### config.mk
export PLATFORM = sky130hd
export DESIGN_NAME = pulse_frequency_duty_meter_top_flat
export DESIGN_NICKNAME = d
export VERILOG_FILES = /design/src/rtl/pfdm_pkg.sv /design/src/rtl/pfdm_if.sv /design/src/rtl/pulse_frequency_duty_meter_top.sv /design/src/rtl/pfdm_div.sv /design/src/flat_wrapper.sv
export SDC_FILE = /design/constraint.sdc
export NUM_CORES = 1
export LEC_CHECK = 0
export ABC_AREA = 0
export BUFFER_PORTS_ARGS = -buffer_cell sky130_fd_sc_hd__buf_2
export CAP_MARGIN = 20
export CORE_MARGIN = 3
export CORE_UTILIZATION = 35
export CTS_CLUSTER_SIZE = 14
export DETAILED_ROUTE_END_ITERATION = 12
export SLEW_MARGIN = 20
export SYNTH_ARGS = -nofsm -noshare
export SYNTH_HDL_FRONTEND = slang
export SYNTH_SLANG_ARGS = --single-unit
### constraint.sdc
create_clock -name clk -period 14 [get_ports clk]
set_input_delay 2.8 -clock clk [delete_from_list [all_inputs] [get_ports clk]]
set_output_delay 2.8 -clock clk [all_outputs]
set_load 0.01 [all_outputs]
### src/rtl/pfdm_pkg.sv
package pfdm_pkg;

  localparam int OUT_W   = 32;
  localparam int DUTY_W  = 7;
  localparam int CFG_DW  = 32;
  localparam int CFG_IW  = 1;

  localparam logic [OUT_W-1:0] TICK_RATE_RST = 32'd8000000;

  typedef logic [CFG_IW-1:0] cfg_idx_t;
  typedef logic [CFG_DW-1:0] cfg_data_t;

  localparam cfg_idx_t REG_TICK_RATE    = 1'b0;
  localparam cfg_idx_t REG_NOISE_CANCEL = 1'b1;

  typedef enum logic [1:0] {
    PH_IDLE,
    PH_WAIT_RISE,
    PH_HIGH,
    PH_LOW
  } phase_t;

  typedef enum logic [2:0] {
    SQ_RUN,
    SQ_PREP,
    SQ_FQ_GO,
    SQ_FQ_WAIT,
    SQ_DT_GO,
    SQ_DT_WAIT,
    SQ_OUT
  } seq_t;

endpackage

### src/rtl/pfdm_if.sv
interface pfdm_in_if;
  import pfdm_pkg::*;
  logic valid;
  logic ready;
  logic signal_level;
  logic start_req;
  modport source (output valid, signal_level, start_req, input ready);
  modport sink   (input valid, signal_level, start_req, output ready);
endinterface

interface pfdm_out_if;
  import pfdm_pkg::*;
  logic              valid;
  logic              ready;
  logic [OUT_W-1:0]  frequency_hz;
  logic [DUTY_W-1:0] duty_percent;
  logic [OUT_W-1:0]  high_ticks;
  logic [OUT_W-1:0]  low_ticks;
  logic              saturated;
  modport source (output valid, frequency_hz, duty_percent, high_ticks, low_ticks, saturated,
                  input ready);
  modport sink   (input valid, frequency_hz, duty_percent, high_ticks, low_ticks, saturated,
                  output ready);
endinterface

### src/rtl/pulse_frequency_duty_meter_top.sv
// Ordinary words: one per cycle, ready stays high.
// The closing rising edge word starts two DW-bit divides, DW = max(32, COUNT_WIDTH+7):
// frequency and duty go one after the other through one restoring divider that
// retires a quotient bit per cycle; input is held off meanwhile.
// The result sits in an output register; a stalled sink delays the return to ready.
// Synchronous active-low reset: idle, counts and filter cleared, registers to defaults.
module pulse_frequency_duty_meter_top #(
  parameter int COUNT_WIDTH    = 32,
  parameter int FILTER_SAMPLES = 4
) (
  input  logic                clk,
  input  logic                rst_n,
  input  logic                cfg_we,
  input  pfdm_pkg::cfg_idx_t  cfg_idx,
  input  pfdm_pkg::cfg_data_t cfg_data,
  pfdm_in_if.sink             in_ch,
  pfdm_out_if.source          out_ch
);
  import pfdm_pkg::*;

  localparam int CW = COUNT_WIDTH;
  localparam int HW = FILTER_SAMPLES - 1;
  localparam int PW = CW + 1;
  localparam int DW = (CW + 7 > OUT_W) ? CW + 7 : OUT_W;
  localparam int XW = (CW > OUT_W) ? CW : OUT_W;

  localparam logic [CW-1:0] CNT_MAX  = '1;
  localparam logic [CW-1:0] CNT_NEAR = CNT_MAX - CW'(1);
  localparam logic [XW-1:0] CLIP_MAX = XW'({OUT_W{1'b1}});

  // configuration
  logic [OUT_W-1:0] tick_rate_r;
  logic             noise_r;

  always_ff @(posedge clk) begin
    if (!rst_n) begin
      tick_rate_r <= TICK_RATE_RST;
      noise_r     <= 1'b0;
    end else if (cfg_we) begin
      case (cfg_idx)
        REG_TICK_RATE:    tick_rate_r <= cfg_data[OUT_W-1:0];
        REG_NOISE_CANCEL: noise_r     <= cfg_data[0];
        default: ;
      endcase
    end
  end

  // measurement state
  phase_t        phase_r, phase_nxt;
  logic          qual_r, qual_nxt;
  logic [HW-1:0] hist_r, hist_nxt;
  logic [CW-1:0] high_r, high_nxt;
  logic [CW-1:0] low_r, low_nxt;
  logic          sat_r, sat_nxt;
  logic          trigger;
  logic          rise, fall;
  logic          acc;

  seq_t seq_r, seq_nxt;
  logic in_ready;
  logic div_start, div_done, out_load;
  logic [DW-1:0] div_dvd, div_q;

  logic [PW-1:0]    period_r;
  logic             period_zero_r;
  logic [DW-1:0]    prod_r;
  logic [OUT_W-1:0] freq_r;

  logic             out_valid_r;
  logic [OUT_W-1:0] out_freq_r, out_high_r, out_low_r;
  logic [DUTY_W-1:0] out_duty_r;
  logic             out_sat_r;
  logic [XW-1:0]    high_x, low_x;

  assign acc = in_ch.valid && in_ready;

  always_comb begin
    phase_nxt = phase_r;
    qual_nxt  = qual_r;
    hist_nxt  = hist_r;
    high_nxt  = high_r;
    low_nxt   = low_r;
    sat_nxt   = sat_r;
    trigger   = 1'b0;
    rise      = 1'b0;
    fall      = 1'b0;
    if (acc) begin
      // qualifier runs on every word, in every phase
      if (!noise_r) begin
        qual_nxt = in_ch.signal_level;
      end else if (hist_r == (in_ch.signal_level ? {HW{1'b1}} : {HW{1'b0}})) begin
        qual_nxt = in_ch.signal_level;
      end
      hist_nxt = HW'({hist_r, in_ch.signal_level});
      rise     = !qual_r && qual_nxt;
      fall     = qual_r && !qual_nxt;
      if (in_ch.start_req) begin
        phase_nxt = PH_WAIT_RISE;
        high_nxt  = '0;
        low_nxt   = '0;
        sat_nxt   = 1'b0;
      end else begin
        case (phase_r)
          PH_WAIT_RISE: begin
            if (rise) begin
              phase_nxt = PH_HIGH;
              high_nxt  = '0;
              low_nxt   = '0;
            end
          end
          PH_HIGH: begin
            if (high_r == CNT_MAX) begin
              sat_nxt = 1'b1;
            end else begin
              high_nxt = high_r + CW'(1);
              if (high_r == CNT_NEAR) sat_nxt = 1'b1;
            end
            if (fall) begin
              phase_nxt = PH_LOW;
              low_nxt   = '0;
            end
          end
          PH_LOW: begin
            if (low_r == CNT_MAX) begin
              sat_nxt = 1'b1;
            end else begin
              low_nxt = low_r + CW'(1);
              if (low_r == CNT_NEAR) sat_nxt = 1'b1;
            end
            if (rise) begin
              phase_nxt = PH_IDLE;
              trigger   = 1'b1;
            end
          end
          default: ;
        endcase
      end
    end
  end

  always_ff @(posedge clk) begin
    if (!rst_n) begin
      phase_r <= PH_IDLE;
      qual_r  <= 1'b0;
      hist_r  <= '0;
      high_r  <= '0;
      low_r   <= '0;
      sat_r   <= 1'b0;
    end else begin
      phase_r <= phase_nxt;
      qual_r  <= qual_nxt;
      hist_r  <= hist_nxt;
      high_r  <= high_nxt;
      low_r   <= low_nxt;
      sat_r   <= sat_nxt;
    end
  end

  // sequencer: next state
  always_comb begin
    seq_nxt = seq_r;
    case (seq_r)
      SQ_RUN:     if (trigger) seq_nxt = SQ_PREP;
      SQ_PREP:    seq_nxt = SQ_FQ_GO;
      SQ_FQ_GO:   seq_nxt = SQ_FQ_WAIT;
      SQ_FQ_WAIT: if (div_done) seq_nxt = SQ_DT_GO;
      SQ_DT_GO:   seq_nxt = SQ_DT_WAIT;
      SQ_DT_WAIT: if (div_done) seq_nxt = SQ_OUT;
      SQ_OUT:     if (!out_valid_r || out_ch.ready) seq_nxt = SQ_RUN;
      default:    seq_nxt = SQ_RUN;
    endcase
  end

  // sequencer: outputs
  always_comb begin
    in_ready  = 1'b0;
    div_start = 1'b0;
    div_dvd   = prod_r;
    out_load  = 1'b0;
    case (seq_r)
      SQ_RUN:   in_ready = 1'b1;
      SQ_FQ_GO: begin
        div_start = 1'b1;
        div_dvd   = DW'(tick_rate_r);
      end
      SQ_DT_GO: div_start = 1'b1;
      SQ_OUT:   out_load = !out_valid_r || out_ch.ready;
      default: ;
    endcase
  end

  always_ff @(posedge clk) begin
    if (!rst_n) seq_r <= SQ_RUN;
    else        seq_r <= seq_nxt;
  end

  // operands; counts stay put while input is held off
  always_ff @(posedge clk) begin
    if (seq_r == SQ_PREP) begin
      period_r      <= PW'(high_r) + PW'(low_r);
      period_zero_r <= (high_r == '0) && (low_r == '0);
      prod_r        <= (DW'(high_r) << 6) + (DW'(high_r) << 5) + (DW'(high_r) << 2);
    end
    if (seq_r == SQ_FQ_WAIT && div_done) freq_r <= div_q[OUT_W-1:0];
  end

  pfdm_div #(
    .DW (DW),
    .PW (PW)
  ) u_div (
    .clk      (clk),
    .rst_n    (rst_n),
    .start    (div_start),
    .dividend (div_dvd),
    .divisor  (period_r),
    .done     (div_done),
    .quotient (div_q)
  );

  assign high_x = XW'(high_r);
  assign low_x  = XW'(low_r);

  always_ff @(posedge clk) begin
    if (!rst_n)             out_valid_r <= 1'b0;
    else if (out_load)      out_valid_r <= 1'b1;
    else if (out_ch.ready)  out_valid_r <= 1'b0;
  end

  always_ff @(posedge clk) begin
    if (out_load) begin
      out_freq_r <= period_zero_r ? '0 : freq_r;
      out_duty_r <= period_zero_r ? '0 : div_q[DUTY_W-1:0];
      out_high_r <= (high_x > CLIP_MAX) ? {OUT_W{1'b1}} : high_x[OUT_W-1:0];
      out_low_r  <= (low_x > CLIP_MAX) ? {OUT_W{1'b1}} : low_x[OUT_W-1:0];
      out_sat_r  <= sat_r;
    end
  end

  assign in_ch.ready         = in_ready;
  assign out_ch.valid        = out_valid_r;
  assign out_ch.frequency_hz = out_freq_r;
  assign out_ch.duty_percent = out_duty_r;
  assign out_ch.high_ticks   = out_high_r;
  assign out_ch.low_ticks    = out_low_r;
  assign out_ch.saturated    = out_sat_r;

endmodule

### src/rtl/pfdm_div.sv
module pfdm_div #(
  parameter int DW = 55,
  parameter int PW = 49
) (
  input  logic          clk,
  input  logic          rst_n,
  input  logic          start,
  input  logic [DW-1:0] dividend,
  input  logic [PW-1:0] divisor,
  output logic          done,
  output logic [DW-1:0] quotient
);
  import pfdm_pkg::*;

  localparam int CNTW = $clog2(DW + 1);

  logic [CNTW-1:0] cnt_r, cnt_nxt;
  logic            busy_r, busy_nxt;
  logic            done_r, done_nxt;
  logic [DW-1:0]   q_r, q_nxt;
  logic [PW-1:0]   rem_r, rem_nxt;
  logic [PW-1:0]   dsr_r, dsr_nxt;

  logic [PW:0] shifted;
  logic [PW:0] diff;
  logic        ge;

  // restoring step: one quotient bit a cycle, MSB first
  assign shifted = {rem_r, q_r[DW-1]};
  assign ge      = shifted >= {1'b0, dsr_r};
  assign diff    = shifted - {1'b0, dsr_r};

  always_comb begin
    cnt_nxt  = cnt_r;
    busy_nxt = busy_r;
    done_nxt = 1'b0;
    q_nxt    = q_r;
    rem_nxt  = rem_r;
    dsr_nxt  = dsr_r;
    if (start && !busy_r) begin
      q_nxt    = dividend;
      rem_nxt  = '0;
      dsr_nxt  = divisor;
      cnt_nxt  = CNTW'(DW);
      busy_nxt = 1'b1;
    end else if (busy_r) begin
      q_nxt   = {q_r[DW-2:0], ge};
      rem_nxt = ge ? diff[PW-1:0] : shifted[PW-1:0];
      cnt_nxt = cnt_r - CNTW'(1);
      if (cnt_r == CNTW'(1)) begin
        busy_nxt = 1'b0;
        done_nxt = 1'b1;
      end
    end
  end

  always_ff @(posedge clk) begin
    if (!rst_n) begin
      cnt_r  <= '0;
      busy_r <= 1'b0;
      done_r <= 1'b0;
    end else begin
      cnt_r  <= cnt_nxt;
      busy_r <= busy_nxt;
      done_r <= done_nxt;
    end
  end

  always_ff @(posedge clk) begin
    q_r   <= q_nxt;
    rem_r <= rem_nxt;
    dsr_r <= dsr_nxt;
  end

  assign done     = done_r;
  assign quotient = q_r;

endmodule

### src/flat_wrapper.sv
// flat-port wrapper written by rule: the top's interface ports become plain ports
module pulse_frequency_duty_meter_top_flat import pfdm_pkg::*;
#(
  parameter int COUNT_WIDTH    = 32,
  parameter int FILTER_SAMPLES = 4
)
  (clk, rst_n, cfg_we, cfg_idx, cfg_data, in_ch_valid, in_ch_signal_level, in_ch_start_req, in_ch_ready, out_ch_valid, out_ch_frequency_hz, out_ch_duty_percent, out_ch_high_ticks, out_ch_low_ticks, out_ch_saturated, out_ch_ready);
  pfdm_in_if in_ch_i ();
  pfdm_out_if out_ch_i ();
  input  logic clk;
  input  logic rst_n;
  input  logic cfg_we;
  input  pfdm_pkg::cfg_idx_t cfg_idx;
  input  pfdm_pkg::cfg_data_t cfg_data;
  input wire logic [$bits(in_ch_i.valid)-1:0] in_ch_valid;
  input wire logic [$bits(in_ch_i.signal_level)-1:0] in_ch_signal_level;
  input wire logic [$bits(in_ch_i.start_req)-1:0] in_ch_start_req;
  output wire logic [$bits(in_ch_i.ready)-1:0] in_ch_ready;
  output wire logic [$bits(out_ch_i.valid)-1:0] out_ch_valid;
  output wire logic [$bits(out_ch_i.frequency_hz)-1:0] out_ch_frequency_hz;
  output wire logic [$bits(out_ch_i.duty_percent)-1:0] out_ch_duty_percent;
  output wire logic [$bits(out_ch_i.high_ticks)-1:0] out_ch_high_ticks;
  output wire logic [$bits(out_ch_i.low_ticks)-1:0] out_ch_low_ticks;
  output wire logic [$bits(out_ch_i.saturated)-1:0] out_ch_saturated;
  input wire logic [$bits(out_ch_i.ready)-1:0] out_ch_ready;
  assign in_ch_i.valid = in_ch_valid;
  assign in_ch_i.signal_level = in_ch_signal_level;
  assign in_ch_i.start_req = in_ch_start_req;
  assign in_ch_ready = in_ch_i.ready;
  assign out_ch_valid = out_ch_i.valid;
  assign out_ch_frequency_hz = out_ch_i.frequency_hz;
  assign out_ch_duty_percent = out_ch_i.duty_percent;
  assign out_ch_high_ticks = out_ch_i.high_ticks;
  assign out_ch_low_ticks = out_ch_i.low_ticks;
  assign out_ch_saturated = out_ch_i.saturated;
  assign out_ch_i.ready = out_ch_ready;
  pulse_frequency_duty_meter_top #(.COUNT_WIDTH(COUNT_WIDTH), .FILTER_SAMPLES(FILTER_SAMPLES)) u_core (.clk(clk), .rst_n(rst_n), .cfg_we(cfg_we), .cfg_idx(cfg_idx), .cfg_data(cfg_data), .in_ch(in_ch_i), .out_ch(out_ch_i));
endmodule
Word level (Yosys, flattened, before mapping)
Cells that the tools add are included.
{"block": "totals", "register_bits": 430, "input_bits": 40, "out_inout_bits": 106}
{"block": "classes", "n_addsub": 7, "n_lt_le_gt_ge": 3, "eq_ne": 26, "n_mux": 47, "n_bitwise": 3, "reduce_logical": 29}
{"operator": "32-bit two-way mux", "n": 6}
{"operator": "32-bit equality test (second input constant)", "n": 4}
{"operator": "39-bit two-way mux", "n": 3}
{"operator": "32-bit one-hot mux with 3 select lines", "n": 1}
{"operator": "32-bit by 1-bit adder with 32-bit output (second input constant)", "n": 2}
{"operator": "32-bit > comparator (second input constant)", "n": 2}
{"operator": "32-bit logical NOT", "n": 2}
{"operator": "32-bit one-hot mux with 2 select lines", "n": 1}
{"operator": "38-bit by 37-bit adder with 39-bit output", "n": 1}
{"operator": "39-bit by 34-bit adder with 39-bit output", "n": 1}
{"operator": "34-bit by 33-bit >= comparator with 1-bit output", "n": 1}
{"operator": "32-bit by 32-bit adder with 33-bit output", "n": 1}
{"operator": "33-bit two-way mux", "n": 1}
{"operator": "33-bit subtractor", "n": 1}
{"operator": "1-bit two-way mux", "n": 21}
{"operator": "3-bit one-hot mux with 7 select lines", "n": 1}
{"operator": "3-bit two-way mux", "n": 5}
{"operator": "6-bit two-way mux", "n": 2}
{"operator": "4-bit AND reduction", "n": 3}
{"operator": "5-bit AND reduction", "n": 2}
{"operator": "3-bit equality test (second input constant)", "n": 3}
{"operator": "3-bit by 2-bit inequality test with 1-bit output (second input constant)", "n": 3}
{"operator": "2-bit two-way mux", "n": 4}
{"operator": "4-bit by 2-bit inequality test with 1-bit output (second input constant)", "n": 2}
{"operator": "other kinds (23)", "n": 42}

Longest topological paths before layout
{"block": "logic_depth", "depth_word": 12, "depth_mapped": 15}

Modules after synthesis
A second synthesis with hierarchy kept.
{"block": "unflattened", "cells_unflattened": 2060, "hier_area_um2": 22105.0}
{"module": "pulse_frequency_duty_meter_top", "n_inst": 1, "cells_each": 1399, "area_per_inst_um2": 15876.5}
{"module": "pfdm_div", "n_inst": 1, "cells_each": 661, "area_per_inst_um2": 6228.5}

Worst setup path before layout
Ideal clock, no wire load.
{"block": "synth_path", "path_type": "input to register", "from": "input port out_ch_ready", "to": "register u_core.out_duty_r[0], in the netlist u_core.out_ch.duty_percent[0], enable pin", "setup_ps": 716, "t_arrival_ps": 10550, "t_required_ps": 13284, "setup_slack_ps": 2734, "cell_stages": 2, "path_buffers": 0, "cell_sequence": "nand2b_1 nor3b_1"}
{"block": "synth_via", "elab_chain_len": 2}
{"element": "from (decl)", "line_no": "flat_wrapper.sv:25", "source": "input wire logic [$bits(out_ch_i.ready)-1:0] out_ch_ready;"}
{"element": "1-bit logical OR", "line_no": "pulse_frequency_duty_meter_top.sv:187", "source": "SQ_OUT: out_load = !out_valid_r || out_ch.ready;"}
{"element": "1-bit two-way mux", "line_no": "pulse_frequency_duty_meter_top.sv:180", "source": "case (seq_r)"}
{"element": "via u_core.out_load", "line_no": "pulse_frequency_duty_meter_top.sv:61", "source": "logic div_start, div_done, out_load;"}
{"element": "to (signal assigned)", "line_no": "pulse_frequency_duty_meter_top.sv:232", "source": "out_duty_r <= period_zero_r ? '0 : div_q[DUTY_W-1:0];"}
{"element": "to (decl)", "line_no": "pulse_frequency_duty_meter_top.sv:71", "source": "logic [DUTY_W-1:0] out_duty_r;"}
The timed path passes the listed nets, and every way through them passes these cells.
A chain may end at the register's enable or synchronous reset.

Final worst setup path
{"block": "layout_path", "from": "input port in_ch_signal_level", "to": "register u_core.low_r[28]"}
{"block": "layout_via", "elab_chain_len": 9}
{"element": "from (decl)", "line_no": "flat_wrapper.sv:16", "source": "input wire logic [$bits(in_ch_i.signal_level)-1:0] in_ch_signal_level;"}
{"element": "3-bit two-way mux", "line_no": "pulse_frequency_duty_meter_top.sv:91", "source": "end else if (hist_r == (in_ch.signal_level ? {HW{1'b1}} : {HW{1'b0}})) begin"}
{"element": "3-bit equality test", "line_no": "pulse_frequency_duty_meter_top.sv:91"}
{"element": "1-bit two-way mux", "line_no": "pulse_frequency_duty_meter_top.sv:91"}
{"element": "1-bit two-way mux (*)", "line_no": "pulse_frequency_duty_meter_top.sv:89", "source": "if (!noise_r) begin"}
{"element": "1-bit two-way mux (*)", "line_no": "pulse_frequency_duty_meter_top.sv:87", "source": "if (acc) begin"}
{"element": "1-bit logical NOT", "line_no": "pulse_frequency_duty_meter_top.sv:96", "source": "fall = qual_r && !qual_nxt;"}
{"element": "1-bit logical AND", "line_no": "pulse_frequency_duty_meter_top.sv:96"}
{"element": "3-bit by 2-bit inequality test with 1-bit output (no source line)"}
{"element": "5-bit AND reduction (no source line) (*)"}
{"element": "to (signal assigned)", "line_no": "pulse_frequency_duty_meter_top.sv:154", "source": "low_r <= low_nxt;"}
{"element": "to (decl)", "line_no": "pulse_frequency_duty_meter_top.sv:53", "source": "logic [CW-1:0] low_r, low_nxt;"}
Mark *: on every way between the ends. The rest lies on a longest branch, timed or not. The select of a mux whose other input is x is not followed.

==> reports/summary.txt <==
area of the core -> 0.06205 mm²
Via-to-Cell Ratio -> 5.033
Std-Cell Rows -> 91
post-CTS setup buffer count -> 0
PortBufs -> 145
deepest level of the CTS H-tree -> 2
Post-Route Hold Slack -> 411.4 ps
Gate Count Post-Synth -> 2050
Sw Ratio -> 21.73%
worst-case clock buffer depth -> 3
GRT Util Overall -> 16.11%
later-pin clock latency in the skew report -> 580 ps
fraction of synthesis flops using an asynchronous set or reset pin -> 0%
Place WS -> 8636 ps
Vias -> 15470
final WL -> 54440 µm
Syn Area/Cell -> 10.77 µm²
post_cts resized -> 0
setup TNS -> 0 ps
Final Instance Count excl. Fillers -> 3074
worst hold path type -> flop to flop
Hold Fails Final Rpt -> 0
most common cell after layout, fill and taps aside -> edfxtp_1
unrepaired setup endpoints after global routing -> no
Critical R2R Capture -> u_core.prod_r[32]
CP max stage delay -> 790 ps
Worst Path Required -> 14430 ps
Clock power frac -> 46.3%
vias in the first global route -> 15330
Die Wd -> 257.1 µm
Cells after DPL -> 2986
Power Internal -> 2.172 mW
Hold-fix buffers, CTS -> 0
Remaining DRCs -> 0
Yosys top cell area share -> 37.96%
Final Util -> 40.87%
post-route cell area -> 0.02536 mm²
CTS root buffer -> clkbuf_16
Worst slew margin -> 32.29%
Starting Density -> 35.56%
EDFF count, synth -> 279
Reg power frac -> 49.8%
crit end category -> flop
leakage power -> 10.22 nW
largest area contributor in the netlist -> edfxtp_1
most frequent cells in the layout -> 279 x edfxtp_1, 241 x nand2_1, 177 x nor2_1, 151 x ha_1, 149 x dfxtp_1
status -> finished clean
fin nets -> 2420
post-layout min period -> 4787 ps
PwrDens -> 109.4 mW/mm²
CTS tree -> done
reg2reg path depth -> 14
Setup Viol. Count Final -> 0
Ports -> 146
Net Count, Synth -> 2272
clock-pin slew on the worst setup and hold paths -> 60 ps
die height -> 257.1 µm
WS Path Type -> input pin to flop
startpoint class of the critical path -> input pin
VDD IR max -> 0.08460 mV
switching power -> 0.6028 mW
cts bufs inserted -> 47
Synth-to-Final Area Change -> 14.93%
hold_sp -> u_core.period_r[23]
Total Power -> 2.775 mW
flop-to-flop setup slack -> 9650 ps
Min-Delay Endpoint -> u_core.u_div.dsr_r[23]
die outline area -> 0.06610 mm²
slowest stage cell, crit path -> or4b_1
PnR worst setup slack -> 9213 ps
Sink Count -> 428
post-detail-place hpwl -> 39590 µm
DR WL/cell -> 17.71 µm
sequential area share after synthesis -> 51.48%
WHS Path Cells -> 0
maxcap violations -> 0
worst-path cell chain -> buf_2 > nor2b_1 > o211ai_1 > a21oi_1 > o21ai_1 > or4b_1 > nor3_1 > nand4_1 > xor2_1 > nor2_1
grt ovf -> 0
clock skew -> 15.66 ps
Comb pwr share -> 4.0%
Worst Path Max Fanout -> 12
Syn. warnings -> 0
fraction of layout cells with a size suffix above 1 -> 12.70%
number of DRC markers in iteration 0 -> 884
Synth Register Bits -> 428
top_reg_cell synth -> edfxtp_1
post-route antenna net violation count -> 0
Slew Limit Fails -> 0
fmax -> 208.9 MHz
crit path DAT -> 5210 ps
global-route wire length before repair -> 85500 µm
number of fill cells -> 5932
final worst-path cycle share -> 34.19%
Worst-Margin Slew -> 1016 ps
synthesized cell area -> 0.02207 mm²
Yosys cell types -> 74
top cells by area, synth -> edfxtp_1 38%, dfxtp_1 14%, ha_1 8.6%, nand2_1 4.1%, xnor2_1 3.7%
global placement routability congestion -> 0.8902
largest net degree at the start of global routing -> 90
Area after DPL -> 0.02374 mm²
initial antenna violation count -> 1
reg2reg start -> u_core.high_r[1]
drt first pass iters -> 5
## registers in the layout, indices dropped and copies added, names as in the netlist, 2 cells and up
register	flops
u_core.out_ch.low_ticks	32
u_core.prod_r	37
u_core.phase_r	2
u_core.freq_r	32
u_core.u_div.rem_r	33
u_core.tick_rate_r	32
u_core.u_div.cnt_r	6
u_core.u_div.quotient	39
u_core.period_r	33
u_core.out_ch.frequency_hz	32
u_core.u_div.dsr_r	33
u_core.low_r	32
u_core.seq_r	3
u_core.hist_r	3
u_core.high_r	32
u_core.out_ch.duty_percent	7
u_core.out_ch.high_ticks	32
## worst max-delay path, delay by kind of cell
kind	cells	cell delay, ps
buffers and inverters	1	120
and+or+nand+nor	5	1550
AOI/OAI and AO/OA	3	570
xor gates and xnor gates	1	170
## cell usage after synthesis (all sizes together), types with 12 or more instances
cell type,number
a21o,57
a21oi,141
a22o,27
a31oi,37
and3,16
buf,12
clkbuf,60
dfxtp,149
edfxtp,279
fa,31
ha,151
inv,98
mux2,23
nand2,241
nand2b,14
nand3,51
nand4,38
nor2,180
nor2b,49
nor3,18
nor4,12
o21a,21
o21ai,65
o21bai,14
or3,13
xnor2,93
xor2,51
## cell type report
class	count	area, µm²	area share [%]
Sequential cell	428	11360	44.79
Multi-Input combinational cell	1451	10050	39.62
Clock buffer	62	1304	5.140
Tap cell	837	1047	4.129
Timing Repair Buffer	171	920.9	3.631
Inverter	99	371.6	1.465
Clock inverter	25	306.5	1.209
Antenna cell	1	2.502	0.009866
## worst max path at each step
stage	startpoint	end	slack, ps	depth (start not counted)
final	in_ch_signal_level	u_core.low_r[28]	9210	10
after global routing	in_ch_signal_level	u_core.low_r[28]	9020	10
after CTS	in_ch_signal_level	u_core.low_r[28]	9260	10
after detailed placement	in_ch_signal_level	u_core.low_r[28]	8640	10
after global placement	in_ch_signal_level	u_core.low_r[28]	8770	10
after floorplan	out_ch_ready	u_core.out_ch.duty_percent[0]	2730	2
## layer usage
| metal | vias up | share of wire (%) | global-route usage [%] |
|---|---|---|---|
| met4 | 0 | 3.4 | 5.858 |
| met3 | 97 | 4.6 | 2.421 |
| li1 | 7628 | - | - |
| met5 | - | 0 | 0 |
| met1 | 7408 | 46 | 21.45 |
| met2 | 339 | 46 | 26.67 |
## cells by family (layout without fill, tap and decap cells)
family | Yosys count | in the layout | synth area share [%]
AO/OA/AOI/OAI | 436 | 436 | 12.85
XOR/XNOR | 144 | 144 | 5.715
adder cells (fa/ha/maj) | 182 | 182 | 11.37
buffers and inverters | 171 | 357 | 3.147
flip-flops | 428 | 428 | 51.48
multiplexers | 26 | 26 | 1.599
other | 0 | 1 | 0
AND/OR/NAND/NOR | 663 | 663 | 13.83
## power by group through the flow
stage                     Combinational, mW  Sequential, mW  Clock [mW]
final                                 0.111            1.38        1.28
after global placement                0.108            1.41           0
after global routing                  0.124            1.38        1.37
after detailed placement              0.111            1.41           0
after CTS                             0.111            1.38        1.32
after floorplan                      0.0782            1.40           0
Note: power is estimated with default switching activity, not from simulation.
